## src/hw/rtl/fmkc_pkg.sv

```systemverilog
`timescale 1ns / 1ps

package fmkc_pkg;

	// Key codes as seen on key_direction
	typedef enum logic [2:0] {
		DIR_NONE  = 3'd0,
		DIR_UP    = 3'd1,
		DIR_DN    = 3'd2,
		DIR_WEST  = 3'd3,
		DIR_EAST  = 3'd4
	} key_t;

	// Register map: 32-bit words, index = paddr / 4
	localparam int unsigned ADDR_W = 5;
	localparam int unsigned IDX_W  = ADDR_W - 2;

	localparam logic [IDX_W-1:0] REG_STEP_MARGIN      = 3'd0;
	localparam logic [IDX_W-1:0] REG_TILT_RATIO       = 3'd1;
	localparam logic [IDX_W-1:0] REG_SHUTTER_MIN      = 3'd2;
	localparam logic [IDX_W-1:0] REG_PIXEL_SPREAD_MAX = 3'd3;
	localparam logic [IDX_W-1:0] REG_QUALITY_MIN      = 3'd4;
	localparam logic [IDX_W-1:0] REG_DIST_RESET_LIMIT = 3'd5;
	localparam logic [IDX_W-1:0] REG_KEY_DIST_LIMIT   = 3'd6;

	// Reset values of the registers
	localparam logic [7:0]  RST_STEP_MARGIN      = 8'd2;
	localparam logic [7:0]  RST_TILT_RATIO       = 8'd13;
	localparam logic [15:0] RST_SHUTTER_MIN      = 16'd90;
	localparam logic [7:0]  RST_PIXEL_SPREAD_MAX = 8'd226;
	localparam logic [7:0]  RST_QUALITY_MIN      = 8'd12;
	localparam logic [15:0] RST_DIST_RESET_LIMIT = 16'd1000;
	localparam logic [15:0] RST_KEY_DIST_LIMIT   = 16'd3;

	// Raw delta Y code that the sensor reports for "no motion"
	localparam logic [7:0]  DY_NULL_CODE = 8'h80;
	localparam logic [15:0] TILT_SCALE   = 16'd10;
	localparam logic [15:0] CNT_MAX      = 16'hFFFF;

	typedef struct packed {
		logic [7:0]  step_margin;
		logic [7:0]  tilt_ratio;
		logic [15:0] shutter_min;
		logic [7:0]  pixel_spread_max;
		logic [7:0]  quality_min;
		logic [15:0] disturbance_reset_limit;
		logic [15:0] key_disturbance_limit;
	} cfg_t;

	typedef struct packed {
		logic        overflow_flag;
		logic        motion_flag;
		logic        motion_pin;
		logic [7:0]  delta_x_raw;
		logic [7:0]  delta_y_raw;
		logic [7:0]  surface_quality;
		logic [15:0] shutter_value;
		logic [7:0]  pixel_max;
		logic [7:0]  pixel_min;
	} item_t;

	typedef struct packed {
		key_t key_direction;
		logic clear_motion;
		logic reenable_interrupt;
		logic quality_reject;
	} result_t;

endpackage

```

## src/hw/rtl/fmkc_regs.sv

```systemverilog
`timescale 1ns / 1ps

module fmkc_regs (
	input  logic                          clk,
	input  logic                          arst_n,
	input  logic                          psel,
	input  logic                          penable,
	input  logic                          pwrite,
	input  logic [fmkc_pkg::ADDR_W-1:0]   paddr,
	input  logic [31:0]                   pwdata,
	output logic [31:0]                   prdata,
	output logic                          pready,
	output fmkc_pkg::cfg_t                cfg
);
	import fmkc_pkg::*;

	cfg_t             cfg_q;
	logic             wr_en;
	logic [IDX_W-1:0] idx;

	assign pready = 1'b1;
	assign wr_en  = psel & penable & pwrite;
	assign idx    = paddr[ADDR_W-1:2];
	assign cfg    = cfg_q;

	// Register writes on the access beat
	always_ff @(posedge clk or negedge arst_n) begin
		if (!arst_n) begin
			cfg_q.step_margin             <= RST_STEP_MARGIN;
			cfg_q.tilt_ratio              <= RST_TILT_RATIO;
			cfg_q.shutter_min             <= RST_SHUTTER_MIN;
			cfg_q.pixel_spread_max        <= RST_PIXEL_SPREAD_MAX;
			cfg_q.quality_min             <= RST_QUALITY_MIN;
			cfg_q.disturbance_reset_limit <= RST_DIST_RESET_LIMIT;
			cfg_q.key_disturbance_limit   <= RST_KEY_DIST_LIMIT;
		end else if (wr_en) begin
			unique case (idx)
				REG_STEP_MARGIN:      cfg_q.step_margin             <= pwdata[7:0];
				REG_TILT_RATIO:       cfg_q.tilt_ratio              <= pwdata[7:0];
				REG_SHUTTER_MIN:      cfg_q.shutter_min             <= pwdata[15:0];
				REG_PIXEL_SPREAD_MAX: cfg_q.pixel_spread_max        <= pwdata[7:0];
				REG_QUALITY_MIN:      cfg_q.quality_min             <= pwdata[7:0];
				REG_DIST_RESET_LIMIT: cfg_q.disturbance_reset_limit <= pwdata[15:0];
				REG_KEY_DIST_LIMIT:   cfg_q.key_disturbance_limit   <= pwdata[15:0];
				default: ;
			endcase
		end
	end

	// Read mux; unmapped words read as zero
	always_comb begin
		unique case (idx)
			REG_STEP_MARGIN:      prdata = {24'd0, cfg_q.step_margin};
			REG_TILT_RATIO:       prdata = {24'd0, cfg_q.tilt_ratio};
			REG_SHUTTER_MIN:      prdata = {16'd0, cfg_q.shutter_min};
			REG_PIXEL_SPREAD_MAX: prdata = {24'd0, cfg_q.pixel_spread_max};
			REG_QUALITY_MIN:      prdata = {24'd0, cfg_q.quality_min};
			REG_DIST_RESET_LIMIT: prdata = {16'd0, cfg_q.disturbance_reset_limit};
			REG_KEY_DIST_LIMIT:   prdata = {16'd0, cfg_q.key_disturbance_limit};
			default:              prdata = 32'd0;
		endcase
	end

endmodule

```

## src/hw/rtl/fmkc_classify.sv

```systemverilog
`timescale 1ns / 1ps

module fmkc_classify (
	input  fmkc_pkg::item_t   item,
	input  fmkc_pkg::cfg_t    cfg,
	input  logic [15:0]       cnt,
	output fmkc_pkg::result_t res,
	output logic [15:0]       cnt_nxt
);
	import fmkc_pkg::*;

	logic [7:0]        spread;
	logic              poor;
	logic [7:0]        dy_raw;
	logic              dx_nz;
	logic              dy_nz;
	logic [7:0]        ax;
	logic [7:0]        ay;
	logic [7:0]        ms;
	logic signed [9:0] x_diff;
	logic signed [9:0] y_diff;
	logic signed [9:0] ms_s;
	logic [15:0]       ax_10;
	logic [15:0]       ay_10;
	logic [15:0]       ax_tr;
	logic [15:0]       ay_tr;
	logic              x_dom;
	logic              y_dom;
	key_t              dir;
	logic [15:0]       cnt_inc;
	logic [15:0]       cnt_dec;

	// Image quality check
	assign spread = (item.pixel_max >= item.pixel_min) ? item.pixel_max - item.pixel_min
	                                                   : item.pixel_min - item.pixel_max;
	assign poor   = (item.shutter_value < cfg.shutter_min) ||
	                (spread > cfg.pixel_spread_max) ||
	                (item.surface_quality <= cfg.quality_min);

	// Delta magnitudes; 0x80 on Y means no motion
	assign dy_raw = (item.delta_y_raw == DY_NULL_CODE) ? 8'd0 : item.delta_y_raw;
	assign dx_nz  = (item.delta_x_raw != 8'd0);
	assign dy_nz  = (dy_raw != 8'd0);
	assign ax     = item.delta_x_raw[7] ? (~item.delta_x_raw + 8'd1) : item.delta_x_raw;
	assign ay     = dy_raw[7] ? (~dy_raw + 8'd1) : dy_raw;
	assign ms     = cfg.step_margin;

	// Dominant axis: margin and tilt (tenths) tests
	assign x_diff = $signed({2'b00, ax}) - $signed({2'b00, ay});
	assign y_diff = $signed({2'b00, ay}) - $signed({2'b00, ax});
	assign ms_s   = $signed({2'b00, ms});
	assign ax_10  = {8'd0, ax} * TILT_SCALE;
	assign ay_10  = {8'd0, ay} * TILT_SCALE;
	assign ax_tr  = {8'd0, ax} * {8'd0, cfg.tilt_ratio};
	assign ay_tr  = {8'd0, ay} * {8'd0, cfg.tilt_ratio};
	assign x_dom  = (x_diff > ms_s) && (ax_10 > ay_tr);
	assign y_dom  = (y_diff > ms_s) && (ay_10 > ax_tr);

	always_comb begin
		if (x_dom) begin
			dir = item.delta_x_raw[7] ? DIR_EAST : DIR_WEST;
		end else if (y_dom) begin
			dir = dy_raw[7] ? DIR_UP : DIR_DN;
		end else begin
			dir = DIR_NONE;
		end
	end

	// Saturating counter steps
	assign cnt_inc = (cnt != CNT_MAX) ? cnt + 16'd1 : cnt;
	assign cnt_dec = (cnt != 16'd0) ? cnt - 16'd1 : cnt;

	// Poll decision and counter update
	always_comb begin
		res.key_direction      = DIR_NONE;
		res.clear_motion       = 1'b0;
		res.reenable_interrupt = 1'b0;
		res.quality_reject     = 1'b0;
		cnt_nxt                = cnt;
		if (item.overflow_flag) begin
			res.clear_motion = 1'b1;
		end else if (item.motion_flag) begin
			if (!item.motion_pin) begin
				res.reenable_interrupt = 1'b1;
			end else begin
				res.clear_motion = 1'b1;
				if (poor) begin
					res.quality_reject = 1'b1;
					cnt_nxt = (cnt_inc > cfg.disturbance_reset_limit) ? 16'd0 : cnt_inc;
				end else begin
					cnt_nxt = cnt_dec;
					if (dx_nz || dy_nz) begin
						if ((!dx_nz && ay <= ms) || (!dy_nz && ax <= ms)) begin
							// small single-axis move: restart
							cnt_nxt = 16'd0;
						end else if (ax > ms || ay > ms) begin
							if (dir != DIR_NONE && cnt_dec < cfg.key_disturbance_limit) begin
								res.key_direction = dir;
							end
							cnt_nxt = 16'd0;
						end
					end
				end
			end
		end
	end

endmodule

```

## src/hw/rtl/finger_motion_key_classifier_core.sv

```systemverilog
`timescale 1ns / 1ps
// Channel  | Handshake                      | Payload
// ---------+--------------------------------+---------------------------------------------
// input    | in_valid / in_ready            | overflow_flag .. pixel_min, one poll a beat
// output   | out_valid / out_ready          | key_direction, clear_motion,
//          |                                | reenable_interrupt, quality_reject
// config   | APB psel/penable/pwrite/pready | paddr (word = 4 bytes), pwdata, prdata
//
// One poll per clock sustained while out_ready stays high. A poll is registered in the
// input stage, where the classifier and the disturbance counter update run, then in
// the result register. The counter is updated as a poll leaves the input stage,
// so the next poll sees it. A stalled output holds the result; the input stage keeps
// one more poll and then in_ready drops. Reset clears the counter, valid flags and
// registers to defaults.

module finger_motion_key_classifier_core (
	input  logic                        clk,
	input  logic                        arst_n,
	input  logic                        psel,
	input  logic                        penable,
	input  logic                        pwrite,
	input  logic [fmkc_pkg::ADDR_W-1:0] paddr,
	input  logic [31:0]                 pwdata,
	output logic [31:0]                 prdata,
	output logic                        pready,
	input  logic                        in_valid,
	output logic                        in_ready,
	input  logic                        overflow_flag,
	input  logic                        motion_flag,
	input  logic                        motion_pin,
	input  logic [7:0]                  delta_x_raw,
	input  logic [7:0]                  delta_y_raw,
	input  logic [7:0]                  surface_quality,
	input  logic [15:0]                 shutter_value,
	input  logic [7:0]                  pixel_max,
	input  logic [7:0]                  pixel_min,
	output logic                        out_valid,
	input  logic                        out_ready,
	output logic [2:0]                  key_direction,
	output logic                        clear_motion,
	output logic                        reenable_interrupt,
	output logic                        quality_reject
);
	import fmkc_pkg::*;

	cfg_t        cfg;
	item_t       item_s1;
	logic        valid_s1;
	result_t     res_c;
	result_t     res_q;
	logic        out_valid_q;
	logic [15:0] cnt_q;
	logic [15:0] cnt_nxt;
	logic        advance;

	fmkc_regs u_regs (
		.clk     (clk),
		.arst_n  (arst_n),
		.psel    (psel),
		.penable (penable),
		.pwrite  (pwrite),
		.paddr   (paddr),
		.pwdata  (pwdata),
		.prdata  (prdata),
		.pready  (pready),
		.cfg     (cfg)
	);

	fmkc_classify u_classify (
		.item    (item_s1),
		.cfg     (cfg),
		.cnt     (cnt_q),
		.res     (res_c),
		.cnt_nxt (cnt_nxt)
	);

	// Flow control
	assign advance  = valid_s1 && (!out_valid_q || out_ready);
	assign in_ready = !valid_s1 || advance;

	// Input stage
	always_ff @(posedge clk or negedge arst_n) begin
		if (!arst_n) begin
			valid_s1 <= 1'b0;
		end else if (in_ready) begin
			valid_s1 <= in_valid;
		end
	end

	always_ff @(posedge clk) begin
		if (in_ready && in_valid) begin
			item_s1.overflow_flag   <= overflow_flag;
			item_s1.motion_flag     <= motion_flag;
			item_s1.motion_pin      <= motion_pin;
			item_s1.delta_x_raw     <= delta_x_raw;
			item_s1.delta_y_raw     <= delta_y_raw;
			item_s1.surface_quality <= surface_quality;
			item_s1.shutter_value   <= shutter_value;
			item_s1.pixel_max       <= pixel_max;
			item_s1.pixel_min       <= pixel_min;
		end
	end

	// Disturbance counter and result valid
	always_ff @(posedge clk or negedge arst_n) begin
		if (!arst_n) begin
			cnt_q       <= 16'd0;
			out_valid_q <= 1'b0;
		end else begin
			if (advance) begin
				cnt_q <= cnt_nxt;
			end
			if (advance) begin
				out_valid_q <= 1'b1;
			end else if (out_ready) begin
				out_valid_q <= 1'b0;
			end
		end
	end

	// Result register
	always_ff @(posedge clk) begin
		if (advance) begin
			res_q <= res_c;
		end
	end

	assign out_valid          = out_valid_q;
	assign key_direction      = res_q.key_direction;
	assign clear_motion       = res_q.clear_motion;
	assign reenable_interrupt = res_q.reenable_interrupt;
	assign quality_reject     = res_q.quality_reject;

	// Counter moves only when a poll leaves the input stage
	a_cnt_hold: assert property (@(posedge clk) disable iff (!arst_n)
		!advance |=> $stable(cnt_q))
		else $error("disturbance count changed without a poll");

	// A sent key always restarts the disturbance count
	a_key_clears: assert property (@(posedge clk) disable iff (!arst_n)
		advance && (res_c.key_direction != DIR_NONE) |=> (cnt_q == 16'd0))
		else $error("key sent but count not cleared");

	// A key or a reject only comes from a poll that also clears motion
	a_key_clr: assert property (@(posedge clk) disable iff (!arst_n)
		out_valid_q && (res_q.key_direction != DIR_NONE || res_q.quality_reject)
		|-> res_q.clear_motion && !res_q.reenable_interrupt)
		else $error("key or reject without clear_motion");

	// Key and reject are exclusive
	a_key_rej: assert property (@(posedge clk) disable iff (!arst_n)
		out_valid_q && res_q.quality_reject |-> (res_q.key_direction == DIR_NONE))
		else $error("key sent on a rejected poll");

	// Input stage never drops a poll while the result is stalled
	a_no_drop: assert property (@(posedge clk) disable iff (!arst_n)
		valid_s1 && !advance |=> valid_s1)
		else $error("held poll lost from input stage");

endmodule

```

## config.mk

```make
export PLATFORM = sky130hd
export DESIGN_NAME = finger_motion_key_classifier_core
export DESIGN_NICKNAME = d
export VERILOG_FILES = /design/src/hw/rtl/fmkc_pkg.sv /design/src/hw/rtl/fmkc_regs.sv /design/src/hw/rtl/fmkc_classify.sv /design/src/hw/rtl/finger_motion_key_classifier_core.sv
export SDC_FILE = /design/constraint.sdc
export NUM_CORES = 1
export LEC_CHECK = 0
export ABC_AREA = 1
export BUFFER_PORTS_ARGS = -buffer_cell sky130_fd_sc_hd__buf_2
export CAP_MARGIN = 10
export CORE_MARGIN = 1
export CORE_UTILIZATION = 35
export CTS_CLUSTER_DIAMETER = 60
export DETAILED_ROUTE_END_ITERATION = 10
export HOLD_SLACK_MARGIN = 0.05
export SETUP_SLACK_MARGIN = 0.5
export SLEW_MARGIN = 40
export SYNTH_ARGS = -nofsm -noshare
export SYNTH_HDL_FRONTEND = slang
export SYNTH_SLANG_ARGS = --single-unit
```

## constraint.sdc

```tcl
create_clock -name clk -period 8.4 [get_ports clk]
set_input_delay 0 -clock clk [delete_from_list [all_inputs] [get_ports clk]]
set_output_delay 0 -clock clk [all_outputs]
set_load 0.02 [all_outputs]
```

==> results of run 1 <==
==> per-layer routing <==
metal | track usage (%) | vias up
met4 | 6.16 | 0
met1 | 24.9 | 7109
met5 | 0 | -
li1 | - | 7392
met3 | 2.24 | 67
met2 | 33.9 | 374
==> where the power goes <==
part	internal, uW	switching, uW	total (uW)
sequential	974	117	1090
clock	438	338	775
combinational	986	1670	2650
total	2400	2120	4520
==> cells by family after synthesis <==
group / Yosys count / share of synthesized area [%]
fa+ha+maj: 326 / 27.6
compound gates: 320 / 10.4
xor+xnor: 69 / 3.62
simple gates: 873 / 21.3
other cells: 2 / 0.0444
flops: 163 / 26.2
buf+inv: 458 / 10.8
==> timing repair <==
action | CTS | global route
resized for setup | 0 | 3
setup endpoints to repair | 0 | 3
hold buffers | 81 | 0
endpoints found under the hold margin | 217 | 0
==> worst max-delay path: cells and delay by family (launching register included) <==
kind	cells	cell delay, ns
compound gates	4	0.55
fa+ha+maj	7	2.90
flops	1	0.32
xor+xnor	1	0.20
simple gates	20	2.19
buf+inv	6	0.78
==> through the flow <==
stage | setup WS, ns | cells | utilization (%) | hold slack (ns)
after detailed placement | 1.01 | 2899 | 37.9 | -0.0652
after global placement | 1.06 | 2899 | 37.9 | -0.0736
after global routing | 0.544 | 3012 | 40.9 | 0.0686
after floorplan | 2.05 | 2226 | - | -0.296
final | 1.21 | 3012 | 40.9 | 0.0655
after CTS | 0.994 | 3012 | 40.8 | 0.0539
==> registers in the layout, indices dropped and copies added (netlist names) <==
register,count
cnt_q,16
valid_s1,1
reenable_interrupt,1
clear_motion,1
u_regs.cfg,80
item_s1,59
out_valid,1
key_direction,3
quality_reject,1
==> final timing paths <==
kind                       slack (ns)                              to                       start  cells after the start
hold reg to reg                  0.49      u_regs.cfg[49]$_DFFE_PN1P_  u_regs.cfg[49]$_DFFE_PN1P_                      2
min in group clk                 0.21      u_regs.cfg[35]$_DFFE_PN1P_                    paddr[4]                      5
setup / recovery                 1.21  key_direction[1]$_SDFFCE_PP0P_       item_s1[40]$_DFFE_PP_                     38
max in group asynchronous        7.61      u_regs.cfg[16]$_DFFE_PN0P_                      arst_n                      3
setup reg to reg                 1.21  key_direction[1]$_SDFFCE_PP0P_       item_s1[40]$_DFFE_PP_                     38
hold / removal                   0.07           cnt_q[15]$_DFFE_PN0P_                      arst_n                      3
==> final cells by class <==
type,count,area [um^2],area share [%]
Timing Repair Buffer,207,1500,7.72
Tap cell,615,769,3.95
Sequential cell,163,4430,22.8
Clock buffer,19,433,2.22
Multi-Input combinational cell,1605,10700,55.1
Inverter,390,1460,7.52
Clock inverter,13,136,0.701
==> layout by cell type (no fill, tap or decap), types with 3 or more instances in the layout <==
cell           instances
a211oi_1               3
a21oi_1              136
a22oi_1               10
a31oi_1                3
and2_1                 4
buf_2                107
buf_4                 18
clkbuf_16             17
clkinv_1              10
clkinv_2               4
conb_1                17
dfrtp_1               76
dfstp_2               22
dlygate4sd3_1         80
edfxtp_1              65
fa_1                  78
ha_1                 248
inv_1                373
inv_2                  8
nand2_1              519
nand2_2                5
nand3_1               76
nand4_1               25
nor2_1               200
nor2_2                 8
nor3_1                15
nor3_2                 3
nor3_4                 3
nor4_1                 3
o211ai_1               9
o21a_1                 7
o21ai_0              121
o21bai_1               3
o221ai_1               5
o22ai_1               13
or2_2                  4
xnor2_1               20
xor2_1                47
==> summary.md, run 1 <==
| Metric | Value |
|---|---|
| Outcome | finished, final reports clean |
| Cells after Synth | 2211 |
| Met2 wire len | 23000 um |
| Max Cap Viol | 0 |
| Ys flop type | dfrtp_1 |
| TritonCTS clock tree | built |
| Die Y | 222 um |
| CP max FO | 11 |
| Crit path required time | 8.60 ns |
| Pin count of the biggest net entering global routing | 78 |
| Gpl congestion | 0.919 |
| # IOs | 144 |
| Area share of the largest cell type after synthesis | 18.4% |
| WL met3 | 2000 um |
| Post-CTS Setup Inserts | 0 |
| Worst vdd ir | 167 uV |
| Area after DPL | 0.0181 mm^2 |
| Worst EP arrival | 7.39 ns |
| Via density | 4.96 |
| CTS buffer count | 17 |
| Unrepaired setup endpoints after global routing | false |
| Vias in the first global route | 14800 |
| Maximum buffer depth of the clock tree | 2 |
| Die width | 222 um |
| Final WL | 47500 um |
| First-pass GRT wire length | 76000 um |
| Clock slew at reported path FFs | 0.06 ns |
| Max transition margin | 45.1% |
| Share of cells above drive strength 1 | 9.09% |
| Synth warnings | 0 |
| Cell mode on critical path | nand2_1 |
| Via count | 14900 |
| Worst hold path class | input pin to async pin |
| Finished Cell Area | 0.0195 mm^2 |
| Wire length on met1 | 21300 um |
| Synth Area per Inst | 7.64 um^2 |
| Startpoint types | flop |
| DR top layer | met4 |
| Post-synthesis sequential area ratio | 26.2% |
| Critical path endpoint category | flop |
| Synth area leader | ha_1 |
| Nets@finish | 2813 |
| Unique masters post-synth | 52 |
| CORE AREA | 0.0476 mm^2 |
| Fmax | 0.139 GHz |
| Pwr Total | 4520 uW |
| Initial antenna violation count | 0 |
| Synthesized area | 0.0169 mm^2 |
| Worst slew pin tran | 0.824 ns |
| Initial DRT Pass Iterations | 5 |
| Routed length per placed instance | 15.8 um |
| Later-pin clock latency in the skew report | 0.45 ns |
| TNS Setup | 0 ns |
| Flop and latch count out of synthesis | 163 |
| Slowest stage delay, CP | 0.54 ns |
| Count leader, synth | nand2_1 |
| Total clock sinks | 163 |
| Gr usage total | 19.4% |
| CP Class | flop to flop |
| Drt drc | 0 |
| Area growth, synth to finish | 15.2% |
| Pwr Density | 232 mW/mm^2 |
| Htree depth | 4 |
| Min cycle time layout | 7.19 ns |
| Final Setup Violations | 0 |
| Initial core utilization | 35.5% |
| Die ar. | 0.0492 mm^2 |
| Final Slew Violations | 0 |
| Final hold violations | 0 |
| DRT iter0 DRCs | 829 |
| DP Wirelength | 37500 um |
| Skew final | 0.00647 ns |
| Antenna Diode Count | 0 |
| Port Buffers | 108 |
| Commonest cells in the netlist | 522 x nand2_1, 374 x inv_1, 248 x ha_1, 203 x nor2_1, 136 x a21oi_1 |
| Num rows | 80 |
| Final Cycle Share | 85.6% |
| Gr ovfl total | 0 |
| CTS Root Cell | clkbuf_16 |
| Synth top area cells | ha_1 18%, nand2_1 12%, edfxtp_1 12% |
| Filler cells | 4848 |
| Final ANT Viol Nets | 0 |
| Critical-path top delay cell | fa_1 |
| Lkg Pwr | 0.00997 uW |
| Asr flop ratio synth | 60.1% |
| Post-synth EDFFs | 65 |
(Power assumes the default switching activity.)
==> run 2: changes to the inputs <==
--- a/config.mk
+++ b/config.mk
@@ -17,4 +17,5 @@
 export SLEW_MARGIN = 40
 export SYNTH_ARGS = -nofsm -noshare
 export SYNTH_HDL_FRONTEND = slang
+export SYNTH_HIERARCHICAL = 1
 export SYNTH_SLANG_ARGS = --single-unit
==> constraint.sdc (replaced) <==
create_clock -name clk -period 6.2 [get_ports clk]
set_input_delay 0 -clock clk [delete_from_list [all_inputs] [get_ports clk]]
set_output_delay 0 -clock clk [all_outputs]
set_load 0.02 [all_outputs]
==> summary.md, run 2 <==
| Metric | Value |
|---|---|
| Initial core utilization | 35.4% (-0.10 points) |
| Lkg Pwr | 0.0112 uW (+12%) |
| Pwr Density | 509 mW/mm^2 (+120%) |
| Die width | 227 um (+2.3%) |
| Commonest non-fill, non-tap cell in the layout | nand2_1 |
| Ys flop type | dfrtp_1 |
| Maximum buffer depth of the clock tree | 2 (unchanged) |
| Area growth, synth to finish | 21.3% |
| Gpl congestion | 0.941 (+2.5%) |
| Asr flop ratio synth | 60.1% (unchanged) |
| Violated checks | setup timing |
| Nets@finish | 3094 (+10%) |
| Most frequent cells in the layout | 566 x nand2_1, 363 x inv_1, 242 x ha_1 |
| PnR worst setup slack | -0.250 ns (-1.46 ns) |
| Clock power frac | 10.0% (-7.2 points) |
| Final WL | 53500 um (+13%) |
| Fmax | 0.155 GHz (+12%) |
| Skew final | 0.0122 ns (+0.00569 ns) |
| Share of cells above drive strength 1 | 15.7% (+6.6 points) |
| Outcome | finished with violations |
| Via density | 4.91 (-1.1%) |
| Drt drc | 0 (unchanged) |
| Reg-to-reg setup timing slack | -0.25 ns (-1.46 ns) |
| Synthesized area | 0.0177 mm^2 (+4.8%) |
| Unrepaired setup endpoints after global routing | true |
| CTS buffer count | 17 (unchanged) |
| DRT iter0 DRCs | 1078 (+30%) |
| Final hold violations | 0 (unchanged) |
| Post-synthesis sequential area ratio | 25.0% (-1.2 points) |
| TNS Setup | -0.692 ns (-0.692 ns) |
| Flop and latch count out of synthesis | 163 (unchanged) |
| Gr ovfl total | 0 (unchanged) |
| Max Cap Viol | 0 (unchanged) |
| Max FFs per register | 80 (unchanged) |
| R2r startpoint | item_s1[40]$_DFFE_PP_ |
| Vias in the first global route | 16600 (+12%) |
| Htree depth | 4 (unchanged) |
| Commonest cells in the netlist | 588 x nand2_1, 374 x inv_1, 247 x ha_1, 238 x nor2_1, 134 x nand3_1 |
| Post-synth EDFFs | 65 (unchanged) |
| Cells after Synth | 2368 (+7.1%) |
| Crit path required time | 6.39 ns (-2.21 ns) |
| Final ANT Viol Nets | 0 (unchanged) |
| Worst vdd ir | 379 uV (+130%) |
| Total clock sinks | 163 (unchanged) |
| Die Y | 227 um (+2.3%) |
| Routed length per placed instance | 16.0 um (+1.3%) |
| CTS Root Cell | clkbuf_16 |
| Min cycle time layout | 6.45 ns (-0.743 ns) |
| P_int | 5490 uW (+130%) |
| Clock slew at reported path FFs | 0.07 ns (about the same) |
| Critical-path top delay cell | fa_1 |
| Worst hold path class | input pin to async pin |
| Final Cycle Share | 104% (+18 points) |
| Startpoint types | flop |
| Synth top area cells | ha_1 17%, nand2_1 12%, edfxtp_1 11% |
| Later-pin clock latency in the skew report | 0.45 ns (about the same) |
| DP Wirelength | 41800 um (+12%) |
| Slowest stage delay, CP | 0.53 ns (about the same) |
| First-pass GRT wire length | 86500 um (+14%) |
| Synth Area per Inst | 7.48 um^2 (-2.2%) |
| Area share of the largest cell type after synthesis | 17.5% (-0.91 points) |
| # IOs | 144 (unchanged) |
| Combinational share of power | 76.4% (+18 points) |
| Initial DRT Pass Iterations | 5 (unchanged) |
| Worst r2r dst | key_direction[1]$_DFFE_PP_ |
| Synth warnings | 6 (+6) |
| Initial antenna violation count | 0 (unchanged) |
| Count leader, synth | nand2_1 |
| Final Setup Violations | 3 (+3) |
| CP Class | flop to flop |
| Num rows | 82 (+2.5%) |
| Flop pwr share | 13.6% (-11 points) |
| Sw frac | 49.8% (+2.9 points) |
| Antenna Diode Count | 0 (unchanged) |
| Port Buffers | 108 (unchanged) |
| Cells on worst reg2reg path | 43 (+13%) |
| Cell mode on critical path | nand2_2 |
| Placed Cells incl. Taps | 3207 (+11%) |
| Final Non-Filler Cells | 3351 (+11%) |
| Final Slew Violations | 0 (unchanged) |
| CORE AREA | 0.0501 mm^2 (+5.1%) |
| Pin count of the biggest net entering global routing | 80 (+2.6%) |
| Psw | 5450 uW (+160%) |
| Die ar. | 0.0515 mm^2 (+4.7%) |
| Gr usage total | 21.4% (+2.0 points) |
| Unique masters post-synth | 54 (+3.8%) |
| Via count | 16400 (+10%) |
| Critical path endpoint category | flop |
| Synth area leader | ha_1 |
| CP max FO | 4 (-7) |
| Max transition margin | 43.6% (-1.4 points) |
| Filler cells | 5140 (+6.0%) |
| Worst slew pin tran | 0.845 ns (+0.0208 ns) |
| TritonCTS clock tree | built |
| Worst EP arrival | 6.65 ns (-0.74 ns) |
## run 2: how the worst max path moves through the flow
stage / startpoint / end / depth (start not counted)
final: item_s1[40]$_DFFE_PP_ / key_direction[1]$_DFFE_PP_ / 43
after floorplan: item_s1[40]$_DFFE_PP_ / key_direction[1]$_DFFE_PP_ / 41
after CTS: item_s1[40]$_DFFE_PP_ / key_direction[2]$_DFFE_PP_ / 41
after detailed placement: item_s1[40]$_DFFE_PP_ / key_direction[0]$_DFFE_PP_ / 35
after global routing: item_s1[40]$_DFFE_PP_ / key_direction[1]$_DFFE_PP_ / 42
after global placement: item_s1[40]$_DFFE_PP_ / key_direction[0]$_DFFE_PP_ / 35
## run 2: worst max-delay path, delay by kind of cell (launching register included)
kind	cells	cell delay, ns
xor gates and xnor gates	1	0.22
AOI/OAI and AO/OA	1	0.12
DFF	1	0.43
buffers and inverters	8	0.57
and+or+nand+nor	26	2.22
adders and majority gates	7	2.68
## run 2: repair_timing
item,4_1_cts,5_1_grt
endpoints found under the hold margin,189,0
setup buffers,29,3
resized for setup,21,22
pin swaps,25,15
setup endpoints to repair,3,3
hold buffers,80,0
## run 2: routing by layer
metal / up-vias / track usage (%) / wire length [um]
met1: 7730 / 27.4 / 23700
met4: 0 / 7.39 / 1460
met3: 83 / 2.37 / 2420
li1: 8158 / - / -
met2: 473 / 37.3 / 25900
met5: - / 0 / 0
## run 2: cell type report
cell class / count / area (um^2) / area share [%]
multi-input cells: 1756 / 11700 / 54.3
repair buffers: 337 / 2470 / 11.5
well taps: 672 / 841 / 3.91
flip-flops and latches: 163 / 4430 / 20.6
clock buffers: 19 / 464 / 2.16
clock inverters: 13 / 131 / 0.611
inverters: 391 / 1480 / 6.88
## run 2: kinds of logic after synthesis
| family | synth area share (%) |
|---|---|
| AOI/OAI and AO/OA | 8.24 |
| xor gates and xnor gates | 3.41 |
| adders and majority gates | 26.3 |
| buffers and inverters | 10.9 |
| DFF | 25.0 |
| other | 0.0424 |
| and+or+nand+nor | 26.1 |
## run 2: through the flow
stage | instance area [um^2] | hold WS [ns] | util [%] | total power, uW | setup WS, ns
2_1_floorplan | 17900 | -0.296 | - | 6760 | 0.160
3_3_place_gp | 19700 | 0.0644 | 39.3 | 9120 | -0.384
3_5_place_dp | 19700 | 0.0727 | 39.3 | 9260 | -0.458
4_1_cts | 21400 | 0.129 | 42.7 | 10700 | -0.160
5_1_grt | 21500 | 0.208 | 42.9 | 12200 | -0.555
6_report | 21500 | 0.150 | 42.9 | 10900 | -0.250
## run 2: power groups by stage
stage | clock, uW | combinational [uW] | sequential, uW
2_1_floorplan | 0 | 5330 | 1430
3_3_place_gp | 0 | 7620 | 1500
3_5_place_dp | 0 | 7760 | 1510
4_1_cts | 1130 | 8130 | 1480
5_1_grt | 1160 | 9490 | 1510
6_report | 1100 | 8360 | 1490
==> run 3: changes to the inputs <==
--- a/config.mk
+++ b/config.mk
@@ -8,11 +8,14 @@
 export ABC_AREA = 1
 export BUFFER_PORTS_ARGS = -buffer_cell sky130_fd_sc_hd__buf_2
 export CAP_MARGIN = 10
+export CELL_PAD_IN_SITES_DETAIL_PLACEMENT = 0
+export CELL_PAD_IN_SITES_GLOBAL_PLACEMENT = 1
 export CORE_MARGIN = 1
 export CORE_UTILIZATION = 35
 export CTS_CLUSTER_DIAMETER = 60
 export DETAILED_ROUTE_END_ITERATION = 10
 export HOLD_SLACK_MARGIN = 0.05
+export PLACE_DENSITY_LB_ADDON = 0.1
 export SETUP_SLACK_MARGIN = 0.5
 export SLEW_MARGIN = 40
 export SYNTH_ARGS = -nofsm -noshare
==> summary.md, run 3 (synthesis results as in run 2) <==
| Metric | Value |
|---|---|
| First-pass GRT wire length | 88300 um (+2.1%) |
| Filler cells | 5240 (+1.9%) |
| Maximum buffer depth of the clock tree | 2 (unchanged) |
| Lkg Pwr | 0.0111 uW (-0.57%) |
| Drt drc | 0 (unchanged) |
| TNS Setup | -0.286 ns (+0.406 ns) |
| Met3 usage in global routing | 1.96% (-0.41 points) |
| Pin count of the biggest net entering global routing | 80 (unchanged) |
| Initial core utilization | 35.4% (unchanged) |
| Num rows | 82 (unchanged) |
| Placed Cells incl. Taps | 3211 (+0.12%) |
| Combinational share of power | 76.9% (+0.5 points) |
| DRT iter0 DRCs | 763 (-29%) |
| Commonest non-fill, non-tap cell in the layout | nand2_1 |
| Crit path required time | 6.40 ns (about the same) |
| Final ANT Viol Nets | 0 (unchanged) |
| Worst hold path class | input pin to flop |
| Buf+Inv Stages, Crit Path | 7 (-1) |
| Share of cells above drive strength 1 | 15.8% (+0.071 points) |
| Port Buffers | 108 (unchanged) |
| Hold depth | 2 |
| Gr ovfl total | 0 (unchanged) |
| Min cycle time layout | 6.33 ns (-0.123 ns) |
| Critical-path top delay cell | fa_1 |
| CTS buffer count | 17 (unchanged) |
| Via count | 15900 (-3.1%) |
| Storage cell area | 0.00443 mm^2 (unchanged) |
| Area of the multi-input gates | 0.0117 mm^2 (+0.56%) |
| Crit-path leading delay family | adder cells |
| Initial DRT Pass Iterations | 7 (+2) |
| Worst EP arrival | 6.52 ns (-0.13 ns) |
| Die ar. | 0.0515 mm^2 (unchanged) |
| Psw | 5540 uW (+1.6%) |
| Clock power frac | 9.8% (-0.2 points) |
| PnR worst setup slack | -0.127 ns (+0.123 ns) |
| Critical path endpoint category | flop |
| CORE AREA | 0.0501 mm^2 (unchanged) |
| Final Slew Violations | 0 (unchanged) |
| Worst slew pin tran | 0.820 ns (-0.0248 ns) |
| Final WL | 55600 um (+3.9%) |
| P_int | 5550 uW (+1.1%) |
| Routed length per placed instance | 16.6 um (+4.3%) |
| Area growth, synth to finish | 21.3% (about the same) |
| Crit path launch | item_s1[40]$_DFFE_PP_ |
| Skew final | 0.0128 ns (+0.000597 ns) |
| Top Usage Layer GRT | met2 |
| Final hold violations | 0 (unchanged) |
| Most frequent cells in the layout | 568 x nand2_1, 361 x inv_1, 239 x ha_1 |
| Startpoint types | flop |
| Gpl congestion | 0.903 (-4.1%) |
| Max FFs per register | 80 (unchanged) |
| DP Wirelength | 44100 um (+5.5%) |
| Hold path start | pixel_max[2] |
| CTS Root Cell | clkbuf_16 |
| Nets@finish | 3082 (-0.39%) |
| Max Cap Viol | 0 (unchanged) |
| Total clock sinks | 163 (unchanged) |
| R2r startpoint | item_s1[40]$_DFFE_PP_ |
| Post-layout util | 42.9% (about the same) |
| Initial antenna violation count | 2 (+2) |
| Worst vdd ir | 341 uV (-10%) |
| Gr usage total | 22.2% (+0.79 points) |
| CP max FO | 5 (+1) |
| Outcome | finished with violations |
| Final Cycle Share | 102% (-2.0 points) |
| Flop pwr share | 13.3% (-0.3 points) |
| Worst r2r dst | key_direction[0]$_DFFE_PP_ |
| Die width | 227 um (unchanged) |
| Slowest stage delay, CP | 0.49 ns (-0.04 ns) |
| Hold EP | item_s1[10]$_DFFE_PP_ |
| Later-pin clock latency in the skew report | 0.45 ns (about the same) |
| M1 GR Usage | 29.1% (+1.7 points) |
| DP Worst Slack | -0.332 ns (+0.125 ns) |
| Unrepaired setup endpoints after global routing | true |
| Vias in the first global route | 16100 (-3.2%) |
| # IOs | 144 (unchanged) |
| Clock slew at reported path FFs | 0.08 ns (about the same) |
| TritonCTS clock tree | built |
| Cells on worst reg2reg path | 42 (-2.3%) |
| Fmax | 0.158 GHz (+1.9%) |
| Reg-to-reg setup timing slack | -0.13 ns (+0.12 ns) |
| Via density | 4.77 (-2.7%) |
| Sw frac | 49.9% (+0.11 points) |
| Die Y | 227 um (unchanged) |
| Htree depth | 4 (unchanged) |
| Pwr Density | 516 mW/mm^2 (+1.4%) |
| Final Non-Filler Cells | 3340 (-0.33%) |
| Hold_ws | 0.251 ns (+0.101 ns) |
| Final Setup Violations | 3 (unchanged) |
| Violated checks | setup timing |
| Cell mode on critical path | nand2_2 |
| CP Class | flop to flop |
| Max transition margin | 45.3% (+1.7 points) |
| Routing usage on met2 | 38.8% (+1.5 points) |
-- run 3: cell count changes in the layout (fill, tap and decap cells not counted), sizes merged --
cell         before  now
inv             390  387
clkinv           13   17
dlygate4sd3      80   82
clkinvlp          0    1
clkbuf           19   17
diode             0    1
buf             257  243
-- run 3: worst max path at each step --
stage	slack, ns	to	depth (start not counted)
floorplan	0.16	key_direction[1]$_DFFE_PP_	41
global placement	-0.18	key_direction[0]$_DFFE_PP_	35
detailed placement	-0.33	key_direction[0]$_DFFE_PP_	35
CTS	-0.11	key_direction[0]$_DFFE_PP_	43
global route	-0.48	key_direction[0]$_DFFE_PP_	43
finish	-0.13	key_direction[0]$_DFFE_PP_	42
-- run 3: power by group through the flow --
stage	logic (uW)	clock network, uW	registers, uW
floorplan	5330	0	1430
global placement	7830	0	1500
detailed placement	7880	0	1500
CTS	8430	1120	1480
global route	9730	1150	1510
finish	8530	1090	1480
-- run 3: routing by layer --
layer / up-vias / wire (um)
li1: 8134 / -
met1: 7497 / 25900
met2: 257 / 27100
met3: 53 / 1460
met5: - / 0
met4: 0 / 1150
-- run 3: per-stage QoR --
stage / total power [uW] / cell area, um^2
detailed placement: 9380 / 19700
CTS: 11000 / 21400
floorplan: 6760 / 17900
global placement: 9330 / 19700
finish: 11100 / 21500
global route: 12400 / 21500
-- run 3: layout make-up --
| cell class | count | area share, % |
|---|---|---|
| clock inverters | 15 | 0.792 |
| well taps | 672 | 3.91 |
| multi-input cells | 1756 | 54.6 |
| clock buffers | 17 | 1.98 |
| inverters | 391 | 6.88 |
| repair buffers | 325 | 11.2 |
| flip-flops and latches | 163 | 20.6 |
| diodes | 1 | 0.0117 |
-- run 3: repair_timing --
| action | 4_1_cts | 5_1_grt |
|---|---|---|
| hold buffers | 82 | 0 |
| buffers inserted | 12 | 2 |
| gates resized for setup | 41 | 14 |
| setup endpoints to repair | 3 | 3 |
| endpoints found under the hold margin | 171 | 0 |
| pin swaps | 30 | 14 |
